**config.mk**
```make
export PLATFORM = sky130hd
export DESIGN_NAME = kth_ctrl
export DESIGN_NICKNAME = d
export VERILOG_FILES = /design/src/hw/rtl/kth_pkg.sv /design/src/hw/rtl/kth_ctrl.sv
export SDC_FILE = /design/constraint.sdc
export NUM_CORES = 1
export LEC_CHECK = 0
export BUFFER_PORTS_ARGS = -buffer_cell sky130_fd_sc_hd__clkbuf_2
export CAP_MARGIN = 20
export CORE_UTILIZATION = 25
export DETAILED_ROUTE_END_ITERATION = 10
export MAX_ROUTING_LAYER = met4
export PLACE_DENSITY = 0.4
export RECOVER_POWER = 50
export SYNTH_ARGS = -nofsm -noshare
export SYNTH_HDL_FRONTEND = slang
export SYNTH_SLANG_ARGS = --single-unit
```
**constraint.sdc**
```tcl
create_clock -name clk_i -period 2.51 [get_ports clk_i]
set_input_delay 0.502 -clock clk_i [delete_from_list [all_inputs] [get_ports clk_i]]
set_output_delay 0.502 -clock clk_i [all_outputs]
set_load 0.01 [all_outputs]
```
**src/hw/rtl/kth_pkg.sv**
```systemverilog
`timescale 1ns / 1ps

package kth_pkg;

  localparam int unsigned CAPACITY = 1024;
  localparam int unsigned AW       = $clog2(CAPACITY);
  localparam int unsigned CNT_W    = $clog2(CAPACITY + 1);
  localparam int unsigned CW       = $clog2(2 * CAPACITY);

  // operation codes
  localparam logic [1:0] OP_INSERT  = 2'd0;
  localparam logic [1:0] OP_ADVANCE = 2'd1;
  localparam logic [1:0] OP_QUERY   = 2'd2;

  // status codes
  localparam logic [1:0] ST_OK    = 2'd0;
  localparam logic [1:0] ST_EMPTY = 2'd1;
  localparam logic [1:0] ST_FULL  = 2'd2;

  // heap select
  localparam logic HEAP_LOWER = 1'b0;
  localparam logic HEAP_UPPER = 1'b1;

  // push value sources
  localparam logic [1:0] SRC_VAL = 2'd0;
  localparam logic [1:0] SRC_A   = 2'd1;
  localparam logic [1:0] SRC_B   = 2'd2;

  // datapath command codes
  localparam logic [3:0] DP_NOP       = 4'd0;
  localparam logic [3:0] DP_LATCH     = 4'd1;
  localparam logic [3:0] DP_PUSH_INIT = 4'd2;
  localparam logic [3:0] DP_PUSH_RD   = 4'd3;
  localparam logic [3:0] DP_PUSH_WV   = 4'd4;
  localparam logic [3:0] DP_PUSH_MOVE = 4'd5;
  localparam logic [3:0] DP_POP_INIT  = 4'd6;
  localparam logic [3:0] DP_POP_LAST  = 4'd7;
  localparam logic [3:0] DP_POP_RDC   = 4'd8;
  localparam logic [3:0] DP_POP_C1    = 4'd9;
  localparam logic [3:0] DP_POP_PICK  = 4'd10;
  localparam logic [3:0] DP_POP_MOVE  = 4'd11;
  localparam logic [3:0] DP_POP_END   = 4'd12;
  localparam logic [3:0] DP_ROOT      = 4'd13;
  localparam logic [3:0] DP_LDA_ROOT  = 4'd14;
  localparam logic [3:0] DP_LD_B      = 4'd15;

  typedef struct packed {
    logic [1:0]         operation;
    logic signed [31:0] value;
  } in_item_t;

  typedef struct packed {
    logic [1:0]         status;
    logic signed [31:0] kth_value;
  } out_item_t;

  typedef struct packed {
    logic [3:0] code;
    logic       heap;
    logic [1:0] src;
    logic       resp;
    logic [1:0] resp_status;
    logic       resp_kth;
  } dp_cmd_t;

  typedef struct packed {
    logic full;
    logic lower_empty;
    logic upper_empty;
    logic pos_zero;
    logic v_before_rd;
    logic child_lt_n;
    logic c1_before_last;
    logic swap;
  } dp_status_t;

endpackage

```
**src/hw/rtl/kth_ctrl.sv**
```systemverilog
`timescale 1ns / 1ps

module kth_ctrl (
  input  logic                clk_i,
  input  logic                rst_ni,
  input  logic                start_i,
  input  logic [1:0]          op_i,
  input  kth_pkg::dp_status_t stat_i,
  output logic                busy_o,
  output kth_pkg::dp_cmd_t    cmd_o
);

  localparam logic [3:0] S_IDLE    = 4'd0;
  localparam logic [3:0] S_NEXT    = 4'd1;
  localparam logic [3:0] S_PU_RD   = 4'd2;
  localparam logic [3:0] S_PU_CMP  = 4'd3;
  localparam logic [3:0] S_PO_LAST = 4'd4;
  localparam logic [3:0] S_PO_RDC  = 4'd5;
  localparam logic [3:0] S_PO_C1   = 4'd6;
  localparam logic [3:0] S_PO_PICK = 4'd7;
  localparam logic [3:0] S_PO_DEC  = 4'd8;
  localparam logic [3:0] S_RT_B    = 4'd9;
  localparam logic [3:0] S_RT_C    = 4'd10;

  logic [3:0] state_q, state_d;
  logic [2:0] step_q, step_d;
  logic [1:0] op_q, op_d;

  // launch helpers
  function automatic kth_pkg::dp_cmd_t mk(input logic [3:0] code, input logic heap,
                                          input logic [1:0] src);
    kth_pkg::dp_cmd_t c;
    c      = '0;
    c.code = code;
    c.heap = heap;
    c.src  = src;
    return c;
  endfunction

  function automatic kth_pkg::dp_cmd_t rsp(input logic [1:0] st, input logic kth);
    kth_pkg::dp_cmd_t c;
    c             = '0;
    c.resp        = 1'b1;
    c.resp_status = st;
    c.resp_kth    = kth;
    return c;
  endfunction

  always_comb begin
    state_d = state_q;
    step_d  = step_q;
    op_d    = op_q;
    cmd_o   = '0;
    unique case (state_q)
      S_IDLE: begin
        if (start_i) begin
          cmd_o   = mk(kth_pkg::DP_LATCH, kth_pkg::HEAP_LOWER, kth_pkg::SRC_VAL);
          op_d    = op_i;
          step_d  = '0;
          state_d = S_NEXT;
        end
      end
      S_NEXT: begin
        step_d = step_q + 1'b1;
        unique case (op_q)
          kth_pkg::OP_INSERT: begin
            unique case (step_q)
              3'd0: begin
                if (stat_i.full) begin
                  cmd_o   = rsp(kth_pkg::ST_FULL, 1'b0);
                  state_d = S_IDLE;
                end else begin
                  cmd_o   = mk(kth_pkg::DP_PUSH_INIT, kth_pkg::HEAP_UPPER, kth_pkg::SRC_VAL);
                  state_d = S_PU_RD;
                end
              end
              3'd1: begin
                if (stat_i.lower_empty) begin
                  cmd_o   = rsp(kth_pkg::ST_OK, 1'b0);
                  state_d = S_IDLE;
                end else begin
                  cmd_o   = mk(kth_pkg::DP_ROOT, kth_pkg::HEAP_UPPER, kth_pkg::SRC_VAL);
                  state_d = S_RT_B;
                end
              end
              3'd2: begin
                if (!stat_i.swap) begin
                  cmd_o   = rsp(kth_pkg::ST_OK, 1'b0);
                  state_d = S_IDLE;
                end else begin
                  cmd_o   = mk(kth_pkg::DP_POP_INIT, kth_pkg::HEAP_UPPER, kth_pkg::SRC_VAL);
                  state_d = S_PO_LAST;
                end
              end
              3'd3: begin
                cmd_o   = mk(kth_pkg::DP_PUSH_INIT, kth_pkg::HEAP_UPPER, kth_pkg::SRC_B);
                state_d = S_PU_RD;
              end
              3'd4: begin
                cmd_o   = mk(kth_pkg::DP_POP_INIT, kth_pkg::HEAP_LOWER, kth_pkg::SRC_VAL);
                state_d = S_PO_LAST;
              end
              3'd5: begin
                cmd_o   = mk(kth_pkg::DP_PUSH_INIT, kth_pkg::HEAP_LOWER, kth_pkg::SRC_A);
                state_d = S_PU_RD;
              end
              default: begin
                cmd_o   = rsp(kth_pkg::ST_OK, 1'b0);
                state_d = S_IDLE;
              end
            endcase
          end
          kth_pkg::OP_ADVANCE: begin
            unique case (step_q)
              3'd0: begin
                if (stat_i.upper_empty) begin
                  cmd_o   = rsp(kth_pkg::ST_EMPTY, 1'b0);
                  state_d = S_IDLE;
                end else begin
                  cmd_o   = mk(kth_pkg::DP_ROOT, kth_pkg::HEAP_UPPER, kth_pkg::SRC_VAL);
                  state_d = S_RT_B;
                end
              end
              3'd1: begin
                cmd_o   = mk(kth_pkg::DP_PUSH_INIT, kth_pkg::HEAP_LOWER, kth_pkg::SRC_A);
                state_d = S_PU_RD;
              end
              3'd2: begin
                cmd_o   = mk(kth_pkg::DP_POP_INIT, kth_pkg::HEAP_UPPER, kth_pkg::SRC_VAL);
                state_d = S_PO_LAST;
              end
              default: begin
                cmd_o   = rsp(kth_pkg::ST_OK, 1'b0);
                state_d = S_IDLE;
              end
            endcase
          end
          kth_pkg::OP_QUERY: begin
            if (step_q == 3'd0) begin
              if (stat_i.lower_empty) begin
                cmd_o   = rsp(kth_pkg::ST_EMPTY, 1'b0);
                state_d = S_IDLE;
              end else begin
                cmd_o   = mk(kth_pkg::DP_ROOT, kth_pkg::HEAP_UPPER, kth_pkg::SRC_VAL);
                state_d = S_RT_B;
              end
            end else begin
              cmd_o   = rsp(kth_pkg::ST_OK, 1'b1);
              state_d = S_IDLE;
            end
          end
          default: begin
            cmd_o   = rsp(kth_pkg::ST_OK, 1'b0);
            state_d = S_IDLE;
          end
        endcase
      end
      // sift up
      S_PU_RD: begin
        if (stat_i.pos_zero) begin
          cmd_o   = mk(kth_pkg::DP_PUSH_WV, kth_pkg::HEAP_LOWER, kth_pkg::SRC_VAL);
          state_d = S_NEXT;
        end else begin
          cmd_o   = mk(kth_pkg::DP_PUSH_RD, kth_pkg::HEAP_LOWER, kth_pkg::SRC_VAL);
          state_d = S_PU_CMP;
        end
      end
      S_PU_CMP: begin
        if (stat_i.v_before_rd) begin
          cmd_o   = mk(kth_pkg::DP_PUSH_MOVE, kth_pkg::HEAP_LOWER, kth_pkg::SRC_VAL);
          state_d = S_PU_RD;
        end else begin
          cmd_o   = mk(kth_pkg::DP_PUSH_WV, kth_pkg::HEAP_LOWER, kth_pkg::SRC_VAL);
          state_d = S_NEXT;
        end
      end
      // sift down
      S_PO_LAST: begin
        cmd_o   = mk(kth_pkg::DP_POP_LAST, kth_pkg::HEAP_LOWER, kth_pkg::SRC_VAL);
        state_d = S_PO_RDC;
      end
      S_PO_RDC: begin
        if (stat_i.child_lt_n) begin
          cmd_o   = mk(kth_pkg::DP_POP_RDC, kth_pkg::HEAP_LOWER, kth_pkg::SRC_VAL);
          state_d = S_PO_C1;
        end else begin
          cmd_o   = mk(kth_pkg::DP_POP_END, kth_pkg::HEAP_LOWER, kth_pkg::SRC_VAL);
          state_d = S_NEXT;
        end
      end
      S_PO_C1: begin
        cmd_o   = mk(kth_pkg::DP_POP_C1, kth_pkg::HEAP_LOWER, kth_pkg::SRC_VAL);
        state_d = S_PO_PICK;
      end
      S_PO_PICK: begin
        cmd_o   = mk(kth_pkg::DP_POP_PICK, kth_pkg::HEAP_LOWER, kth_pkg::SRC_VAL);
        state_d = S_PO_DEC;
      end
      S_PO_DEC: begin
        if (stat_i.c1_before_last) begin
          cmd_o   = mk(kth_pkg::DP_POP_MOVE, kth_pkg::HEAP_LOWER, kth_pkg::SRC_VAL);
          state_d = S_PO_RDC;
        end else begin
          cmd_o   = mk(kth_pkg::DP_POP_END, kth_pkg::HEAP_LOWER, kth_pkg::SRC_VAL);
          state_d = S_NEXT;
        end
      end
      // root fetch
      S_RT_B: begin
        cmd_o   = mk(kth_pkg::DP_LDA_ROOT, kth_pkg::HEAP_LOWER, kth_pkg::SRC_VAL);
        state_d = S_RT_C;
      end
      S_RT_C: begin
        cmd_o   = mk(kth_pkg::DP_LD_B, kth_pkg::HEAP_LOWER, kth_pkg::SRC_VAL);
        state_d = S_NEXT;
      end
      default: state_d = S_IDLE;
    endcase
  end

  always_ff @(posedge clk_i or negedge rst_ni) begin
    if (!rst_ni) begin
      state_q <= S_IDLE;
      step_q  <= '0;
      op_q    <= '0;
    end else begin
      state_q <= state_d;
      step_q  <= step_d;
      op_q    <= op_d;
    end
  end

  assign busy_o = (state_q != S_IDLE);

endmodule

```
== Word-level counts from Yosys, hierarchy flattened ==
Index checks and enable logic that the tools add are counted.
Word-level totals
  word-level logic and storage cells: 61
  flip-flop bits (word level): 9
  input port bits: 13
Operators by class
  mux-type cells: 31
  reduce and logical (&&, ||, !) cells: 8
  add/sub/neg operators: 1
  equality and inequality tests: 18
Operators with widths (count)
  11-bit one-hot mux with 11 select lines: 1
  11-bit one-hot mux with 3 select lines: 2
  11-bit one-hot mux with 6 select lines: 1
  11-bit two-way mux: 4
  4-bit one-hot mux with 11 select lines: 1
  10-bit two-way mux: 4
  4-bit one-hot mux with 3 select lines: 2
  4-bit one-hot mux with 5 select lines: 1
  4-bit by 3-bit == test with 1-bit output (second input constant): 4
  4-bit two-way mux: 4
  8-bit two-way mux: 2
  4-bit == test (second input constant): 3
  3-bit two-way mux: 4
  9-bit two-way mux: 1
  4-bit by 2-bit == test with 1-bit output (second input constant): 2
  3-bit by 2-bit == test with 1-bit output (second input constant): 2
  3-bit == test (second input constant): 2
  2-bit two-way mux: 3
  3-bit one-hot mux with 2 select lines: 1
  4-bit by 1-bit == test with 1-bit output (second input constant): 1
  4-bit zero test: 1
  2-bit AND reduction: 2
  4-bit nonzero test: 1
  3-bit by 1-bit adder with 3-bit output (second input constant): 1
  other kinds (8): 8

== Longest topological paths before layout ==
Gate-level depths: netlist (run 1).
  word-level depth: 5
  depth in mapped cells: 7
  gate-level depth less buffers: 6

== Worst setup path before layout (run 1) ==
Ideal clock, no wire load.
  path type: register to output
  start point: reg step_q[1]
  end point: out cmd_o[9] in the netlist's numbering
  cell stages (with the launch flop): 7
  required time: 2.008 ns
  arrival: 1.782 ns
  path buffers: 0
  setup slack: 0.226 ns
  cell sequence: dfrtp_1 -> inv_1 -> ha_1 -> mux2_4 -> a22o_1 -> nand3b_1 -> a221o_1
RTL lines
  from (decl): RTL line kth_ctrl.sv:26  | logic [2:0] step_q, step_d;
  from (signal assigned): RTL line kth_ctrl.sv:228  | step_q <= step_d;
  to (decl): RTL line kth_ctrl.sv:10  | output kth_pkg::dp_cmd_t cmd_o

==> results of run 1 <==
flip-flops by register name (all words and copies together), names as in the netlist:
register / flops
op_q: 2
state_q: 4
step_q: 3
worst max-delay path: stages (launching register included):
cell      delay, ns
dfrtp_2        0.42
inv_2          0.07
ha_4           0.17
mux2_4         0.25
a22o_1         0.22
nand3b_1       0.17
a221o_1        0.33
clkbuf_2       0.13
power breakdown:
group,switching (W),internal [W]
Clock,0.0000482,0.000110
Sequential,0.000129,0.000213
Combinational,0.000745,0.000616
layout by cell type, fill, tap and decap left out, types with 2 or more instances in the layout:
cell      count
a211o_1       2
a21oi_1      11
a221o_1       3
a22o_1        2
a22oi_1       2
a31oi_1       3
buf_4        12
clkbuf_1      3
clkbuf_2     23
clkbuf_8      3
dfrtp_1       6
dfrtp_2       3
ha_2          3
ha_4          2
inv_1         6
inv_2         2
mux2_2        2
nand2_1      16
nand2b_1      9
nand3_1       9
nor2_1        4
nor2b_1       5
nor3_1        4
nor3b_2       2
nor4_1        3
o211ai_1      4
o21ai_0      10
o21ai_1       2
o221ai_1      2
o22ai_1       2
o31ai_1       2
or3_1         3
metrics by stage:
step	hold slack [ns]	cell area, µm²
2_1_floorplan	0.206	1150
3_3_place_gp	0.368	1340
3_5_place_dp	0.372	1340
4_1_cts	0.129	1400
5_1_grt	0.239	1430
6_report	0.203	1430
routing by layer:
layer	GRT usage, %	part of all wire (%)
met5	-	0
met4	5.33	2.3
met3	1.31	4.1
met2	20.8	46
met1	18.8	47
timing repair:
action | CTS | global route
setup buffers | 0 | 1
setup endpoints to repair | 3 | 5
gates cloned | 0 | 0
pin swaps | 2 | 1
hold endpoints to repair | 0 | 0
gates resized for setup | 6 | 10
final cells by class:
| class | instances | area share (%) |
|---|---|---|
| Multi-Input combinational cell | 122 | 58.3 |
| Sequential cell | 9 | 16.0 |
| Timing Repair Buffer | 38 | 15.6 |
| Tap cell | 52 | 4.54 |
| Clock buffer | 4 | 3.14 |
| Inverter | 9 | 2.36 |
logic make-up after synthesis:
group	synth area share [%]
fa+ha+maj	5.46
mux	3.27
simple gates	29.4
compound gates	30.8
xor+xnor	0.764
buf+inv	10.7
flops	19.7
worst max path at each step:
stage                          from        to  slack [ns]  depth (start not counted)
final                     step_q[0]  cmd_o[9]        0.02                          7
after floorplan           step_q[1]  cmd_o[9]        0.23                          6
after global routing      step_q[0]  cmd_o[9]       -0.05                          7
after detailed placement  step_q[0]  cmd_o[9]        0.16                          7
after global placement    step_q[0]  cmd_o[9]        0.18                          7
after CTS                 step_q[1]  cmd_o[9]       -0.01                          7
==> results.json, run 1 <==
{
  "max-vdd-ir-drop_v": 0.000485,
  "yosysMostFrequentCell": "nand2_1",
  "synth.distinct_cells": 45,
  "io_buffers": 24,
  "p_leak_nw": 0.597,
  "clock_latency_ns": 0.22,
  "yosysSeqAreaShare_pct": 19.7,
  "dp_slack_ns": 0.159,
  "rsz0062_at_grt": "true",
  "netlist_top_cells_area": "dfrtp_1 20%, ha_1 5.5%, o21ai_0 5.2%",
  "setup_violations": 0,
  "grt_max_degree": 17,
  "antenna_found_initial": 0,
  "die_w_um": 69.7,
  "regToRegSetupSlack_ns": 0.65,
  "grt_first_pass_wirelength_um": 5380,
  "clk_root_buffer_cell": "clkbuf_8",
  "min_path_type": "input port to asynchronous set/reset pin",
  "cts_inserted_buffers": 3,
  "r2r-end": "state_q[0]",
  "post-place-cells": 229,
  "synth.largest_area_cell": "dfrtp_1",
  "outcome": "finished clean",
  "postLayoutCoreUtil_pct": 32.7,
  "antennaDiodeCount": 0,
  "fillers": 477,
  "wl_per_cell_um": 13.9,
  "h-tree-depth": 1,
  "ys_ff_latch": 9,
  "clockBufferDepth": 2,
  "stdcell_count": 234,
  "synth_edf_count": 0,
  "finalCriticalPeriod_ns": 2.49,
  "totalWireLength_um": 3260,
  "synth.avg_cell_area_um2": 7.64,
  "cts_hold_buffers": 0,
  "placement_rows": 24,
  "r2r_cells": 7,
  "clk_pin_slew_ns": 0.04,
  "start_util_pct": 26.1,
  "yosysTopAreaCellShare_pct": 19.7,
  "gr-total-overflow": 0,
  "critPathLaunchType": "register",
  "endpoint_kind": "output pin",
  "setup-tns-final_ns": 0,
  "finalPower_w": 0.00186,
  "worstPathRequired_ns": 2.01,
  "syn-num-nets": 168,
  "vias": 1253,
  "slew_viol_final": 0,
  "final-hold-violation-count": 0,
  "path_max_fanout": 5,
  "avgViaCountPerCell": 5.35,
  "synth_async_sr_flop_share_pct": 100,
  "antenna_left": 0,
  "grt_pass1_vias": 1143,
  "design.core.area_um2": 4380,
  "dieArea_um2": 4860,
  "cts_tree": "built",
  "seq_area_um2": 229,
  "finalWorstSetupSlack_ns": 0.0245,
  "nets": 201,
  "slew_headroom_pct": 68.6,
  "ys_top_cells_by_count": "16 x nand2_1, 12 x o21ai_0, 11 x a21oi_1",
  "worst_slew_pin_slew_ns": 0.471,
  "cts.sinks": 9,
  "powerDensity_nw_per_um2": 1300,
  "timing.final.crit_share_pct": 99.0,
  "fmax_mhz": 402,
  "drv_cap": 0,
  "finClkSkew_ns": 0.00364,
  "dp_hpwl_um": 2620,
  "gp_congestion": 0.861,
  "ys_warn_count": 0,
  "synthFlopType": "dfrtp_1",
  "die_y_um": 69.7,
  "cp.arrival_ns": 1.98,
  "drt_iter0_markers": 101,
  "io_pins": 25,
  "synth_area_um2": 1150,
  "first_pass_iters": 4,
  "drive_gt1_share_pct": 31.9,
  "syn2layout_area_growth_pct": 25.0,
  "multi_input_area_um2": 836,
  "drc": 0,
  "rr_startpoint": "step_q[1]",
  "synthCells": 150,
  "crit_type": "register to output pin",
  "grt.total_usage_pct": 13.7
}
Power figures use the tool's default switching activity.
==> run 2: changes to the inputs <==
CORE_UTILIZATION = 45   (was 25)
PLACE_DENSITY = 0.65   (was 0.4)
==> run 2 against run 1 <==
The flow now finishes with violations (negative setup slack). Critical path depth increased by 1. Sequential power decreased by 6.5%. Critical path type unchanged. Clock power decreased by 34%. Sequential share of layout area increased by 0.25 points. Worst setup slack got worse by 0.048 ns. Count of clock-buffer cells in the layout unchanged. First-iteration DRC count decreased by 30%. Register-to-register slack got worse by 0.17 ns. Maximum frequency decreased by 1.9%. Combinational power about the same. Critical endpoint is now cmd_o[7]. Sequential cell count unchanged.
==> results.json, run 2 (synthesis results as in run 1) <==
{
  "critPathLaunchType": "register",
  "violations": "negative setup slack",
  "h-tree-depth": 1,
  "wl_met3_um": 226,
  "gp_congestion": 0.910,
  "postLayoutCoreUtil_pct": 60.7,
  "start_util_pct": 49.9,
  "seqPwrFrac_pct": 17.8,
  "setup_violations": 1,
  "p_sw_share_pct": 50.4,
  "grt_first_pass_wirelength_um": 4930,
  "wl_per_cell_um": 14.8,
  "layout_common_cells": "22 x clkbuf_2, 16 x nand2_1, 14 x buf_4",
  "cts_tree": "built",
  "p_leak_nw": 0.604,
  "clk_root_buffer_cell": "clkbuf_4",
  "crit_family": "simple AND/OR/NAND/NOR gates",
  "path_cells": "inv_2 -> ha_2 -> buf_4 -> nand2b_1 -> or3_1 -> a221o_1 -> nand2_1 -> clkbuf_2",
  "largest_register": "state_q",
  "path_buf_inv": 3,
  "die_w_um": 52.5,
  "first_pass_iters": 4,
  "totalWireLength_um": 3130,
  "clock_latency_ns": 0.25,
  "cp-startpoint": "step_q[1]",
  "grt_max_degree": 16,
  "clockPowerShare_pct": 5.8,
  "drive_gt1_share_pct": 30.6,
  "grt.total_usage_pct": 24.8,
  "crit_slowest_cell": "dfrtp_1",
  "crit_type": "register to output pin",
  "design.core.area_um2": 2300,
  "finalCriticalPeriod_ns": 2.53,
  "rr_startpoint": "step_q[1]",
  "dp_hpwl_um": 2340,
  "regToRegSetupSlack_ns": 0.48,
  "endpoint_kind": "output pin",
  "worst_slew_pin_slew_ns": 0.494,
  "placement_rows": 17,
  "gr-total-overflow": 0,
  "max-vdd-ir-drop_v": 0.000721,
  "worstPathRequired_ns": 2.01,
  "antenna_left": 0,
  "nets": 202,
  "dp_slack_ns": 0.115,
  "avgViaCountPerCell": 6.29,
  "reg.largest.list": "state_q: 4 flops, step_q: 3 flops, op_q: 2 flops",
  "antennaDiodeCount": 0,
  "syn2layout_area_growth_pct": 21.7,
  "powerDensity_nw_per_um2": 1290,
  "cpPeakStageDelay_ns": 0.41,
  "finClkSkew_ns": 0.00128,
  "cts.sinks": 9,
  "cts_inserted_buffers": 3,
  "finalWorstSetupSlack_ns": -0.0230,
  "drv_cap": 0,
  "r2r-end": "state_q[0]",
  "routed.top_layer": "met4",
  "path_max_fanout": 6,
  "vias": 1328,
  "m1WireLength_um": 1350,
  "fmax_mhz": 395,
  "io_buffers": 24,
  "rsz0062_at_grt": "true",
  "r2r_cells": 8,
  "drc": 0,
  "dieArea_um2": 2750,
  "die_y_um": 52.5,
  "post-place-cells": 202,
  "cts_hold_buffers": 0,
  "drt_iter0_markers": 71,
  "min_path_type": "input port to asynchronous set/reset pin",
  "clockBufferDepth": 2,
  "io_pins": 25,
  "largest_reg_flops": 4,
  "outcome": "complete, but fails checks",
  "pwr-share-comb_pct": 76.4,
  "power.internal_w": 0.000890,
  "stdcell_count": 211,
  "final-hold-violation-count": 0,
  "mostFrequentLayoutCell": "clkbuf_2",
  "slew_headroom_pct": 66.8,
  "slew_viol_final": 0,
  "cp.arrival_ns": 2.03,
  "dr_wl_met2_um": 1510,
  "grt_pass1_vias": 1073,
  "antenna_found_initial": 0,
  "setup-tns-final_ns": -0.0230,
  "clk_pin_slew_ns": 0.05,
  "switchingPower_w": 0.000906,
  "timing.final.crit_share_pct": 101
}
==> run 2: power by group through the flow <==
stage,clock (W),sequential (W),combinational (W)
CTS,0.000109,0.000310,0.00132
detailed placement,0,0.000316,0.00125
finish,0.000105,0.000319,0.00137
floorplan,0,0.000269,0.000976
global route,0.000115,0.000332,0.00152
global placement,0,0.000313,0.00123
==> run 2: timing repair <==
| action | CTS | global route |
|---|---|---|
| pin swaps | 0 | 4 |
| buffers inserted | 3 | 2 |
| resized for setup | 5 | 9 |
| endpoints found under the setup margin | 5 | 6 |
==> run 2: how the worst max path moves through the flow <==
stage | depth (start not counted) | to
floorplan | 6 | cmd_o[9]
global placement | 7 | cmd_o[9]
detailed placement | 7 | cmd_o[9]
CTS | 7 | cmd_o[9]
global route | 8 | cmd_o[7]
finish | 8 | cmd_o[7]
==> run 2: per-stage QoR <==
stage / instance area, µm² / total power (W) / hold slack [ns]
after floorplan: 1150 / 0.00125 / 0.206
after global placement: 1290 / 0.00154 / 0.360
after detailed placement: 1290 / 0.00156 / 0.356
after CTS: 1350 / 0.00173 / 0.0803
after global routing: 1400 / 0.00197 / 0.166
final: 1400 / 0.00180 / 0.155
==> run 2: final cells by class <==
| cell class | count | area (µm²) |
|---|---|---|
| clock buffers | 4 | 26.3 |
| fillers | 233 | 902 |
| inverters | 9 | 33.8 |
| multi-input cells | 122 | 838 |
| flip-flops and latches | 9 | 226 |
| well taps | 28 | 35.0 |
| repair buffers | 39 | 235 |
==> run 2: layer usage <==
layer  GRT usage [%]  vias to the layer above
met4            8.77                        0
met2            37.6                       60
met5               -                        -
met3            2.32                        5
li1                -                      626
met1            34.4                      637
==> run 3: changes to the inputs <==
ABC_AREA = 1   (was default)
CTS_CLUSTER_DIAMETER = 200   (was default)
PLACE_DENSITY = 0.66   (was 0.65)
REMOVE_ABC_BUFFERS = 1   (was default)
==> run 3 against run 2 <==
The run now ends clean. Clock power grew 7%. Utilization shrank 2.4 points. Wire length down 17%. Global-route usage rose by 0.24 points. Largest cell class unchanged. Register-to-register slack improved by 0.47 ns. Maximum frequency rose by 8.4%. Sequential cell count did not move. Design area shrank 16%. Synthesized cell count increased by 13%.
==> results.json, run 3 <==
{
  "outcome": "finished clean",
  "synth_edf_count": 0,
  "finClkSkew_ns": 0.00323,
  "synthFlopType": "dfrtp_1",
  "crit_family": "simple AND/OR/NAND/NOR gates",
  "yosysMostFrequentCell": "nand2_1",
  "die_w_um": 48.7,
  "crit_slowest_cell": "dfrtp_1",
  "antenna_left": 0,
  "postCtsSetupRepairBufs": 0,
  "mostFrequentLayoutCell": "nand2_1",
  "slew_viol_final": 0,
  "p_sw_share_pct": 57.0,
  "p_leak_nw": 0.661,
  "largest_register": "state_q",
  "cts.sinks": 9,
  "avgViaCountPerCell": 5.35,
  "seqPwrFrac_pct": 20.1,
  "first_pass_iters": 5,
  "dp_hpwl_um": 2090,
  "path_buf_inv": 3,
  "dp_slack_ns": 0.395,
  "clk_pin_slew_ns": 0.06,
  "largest_reg_flops": 4,
  "io_pins": 25,
  "drive_gt1_share_pct": 18.7,
  "worst_slew_pin_slew_ns": 0.476,
  "setup-tns-final_ns": 0,
  "gr-total-overflow": 0,
  "clk_root_buffer_cell": "clkbuf_4",
  "cpPeakStageDelay_ns": 0.42,
  "worstPathRequired_ns": 2.01,
  "cts_hold_buffers": 0,
  "power.internal_w": 0.000624,
  "path_cells": "inv_1 -> ha_4 -> inv_1 -> nor2_4 -> nand2_1 -> nor4_1 -> clkbuf_2",
  "yosysSeqAreaShare_pct": 23.0,
  "path_max_fanout": 5,
  "totalWireLength_um": 2580,
  "cts_inserted_buffers": 3,
  "netlist_top_cells_area": "dfrtp_1 23%, nand2_1 20%, nor2_1 9.2%",
  "antenna_found_initial": 0,
  "ys_ff_latch": 9,
  "wl_per_cell_um": 11.5,
  "clock_latency_ns": 0.27,
  "vias": 1204,
  "finalWorstSetupSlack_ns": 0.174,
  "placement_rows": 16,
  "finalCriticalPeriod_ns": 2.34,
  "design.core.area_um2": 2000,
  "clockPowerShare_pct": 7.7,
  "rsz0062_at_grt": "false",
  "synth.largest_area_cell": "dfrtp_1",
  "grt_max_degree": 10,
  "timing.final.crit_share_pct": 93.1,
  "endpoint_kind": "output pin",
  "drc": 0,
  "cts-resized-gates": 0,
  "critPathLaunchType": "register",
  "setup_violations": 0,
  "finalPower_w": 0.00145,
  "io_buffers": 24,
  "ys_top_cells_by_count": "53 x nand2_1, 24 x nor2_1, 23 x inv_1",
  "synth_async_sr_flop_share_pct": 100,
  "clockBufferDepth": 2,
  "layout_common_cells": "54 x nand2_1, 23 x inv_1, 23 x nor2_1, 23 x clkbuf_2, 15 x nand3_1",
  "grt_first_pass_wirelength_um": 4570,
  "final-hold-violation-count": 0,
  "fmax_mhz": 428,
  "crit_type": "register to output pin",
  "drv_cap": 0,
  "grt_pass1_vias": 1061,
  "max-vdd-ir-drop_v": 0.000669,
  "switchingPower_w": 0.000828,
  "synth.distinct_cells": 18,
  "reg.largest.list": "state_q: 4 flops, step_q: 3 flops, op_q: 2 flops",
  "yosysTopAreaCellShare_pct": 23.0,
  "pwr-share-comb_pct": 72.2,
  "grt.total_usage_pct": 25.1,
  "antennaDiodeCount": 0,
  "powerDensity_nw_per_um2": 1240,
  "syn2layout_area_growth_pct": 19.1,
  "ys_warn_count": 0,
  "cp.arrival_ns": 1.83,
  "die_y_um": 48.7,
  "h-tree-depth": 1,
  "min_path_type": "input port to asynchronous set/reset pin",
  "start_util_pct": 49.0,
  "gp_congestion": 0.997,
  "drt_iter0_markers": 42,
  "cp_common_cell": "inv_1",
  "synth_area_um2": 981,
  "dieArea_um2": 2370,
  "synthCells": 170,
  "synth.avg_cell_area_um2": 5.77,
  "nets": 217,
  "slew_headroom_pct": 68.3,
  "cts_tree": "built"
}
[run 3: routing by layer]
layer | global-route usage, % | vias up | part of all wire, %
li1 | - | 605 | -
met1 | 34.5 | 547 | 47
met2 | 36.1 | 50 | 43
met3 | 7.55 | 2 | 9.1
met4 | 5.39 | 0 | 0.23
met5 | - | - | 0
[run 3: layout make-up]
cell class / instances / area [µm²]
multi-input cells: 136 / 669
clock inverters: 1 / 5.00
flip-flops and latches: 9 / 225
fillers: 218 / 833
inverters: 25 / 93.8
clock buffers: 3 / 22.5
repair buffers: 24 / 119
well taps: 27 / 33.8
[run 3: kinds of logic (layout without fill, tap and decap cells)]
logic type                 Yosys count  in the layout  synth area share, %
and+or+nand+nor                    107            108                 47.8
buffers and inverters               26             53                 10.7
AOI/OAI and AO/OA                   23             23                 12.1
DFF                                  9              9                 23.0
adders and majority gates            5              5                 6.38
[run 3: final timing paths]
check | from | cells past startpoint | slack, ns | to
worst max-delay path | step_q[1] | 7 | 0.17 | cmd_o[2]
worst min-delay path | rst_ni | 1 | 0.16 | op_q[1]
worst max register to register | step_q[1] | 8 | 0.95 | state_q[0]
worst min register to register | step_q[0] | 3 | 0.65 | step_q[0]
max in group asynchronous | rst_ni | 1 | 2.03 | state_q[3]
min in group clk_i | op_i[1] | 3 | 0.45 | op_q[1]
[run 3: power groups by stage]
stage	Combinational (W)	Sequential (W)	Clock, W
after floorplan	0.000729	0.000271	0
after global placement	0.000997	0.000284	0
final	0.00105	0.000292	0.000112
after detailed placement	0.00101	0.000287	0
after global routing	0.00121	0.000301	0.000121
after CTS	0.00101	0.000284	0.000115
[run 3: through the flow]
stage / area, µm² / hold WS (ns) / util (%) / cells
after floorplan: 970 / 0.206 / - / 169
after detailed placement: 1120 / 0.367 / 56.1 / 220
after CTS: 1150 / 0.0823 / 57.5 / 224
after global placement: 1120 / 0.369 / 56.1 / 220
final: 1170 / 0.158 / 58.4 / 225
after global routing: 1170 / 0.201 / 58.4 / 225
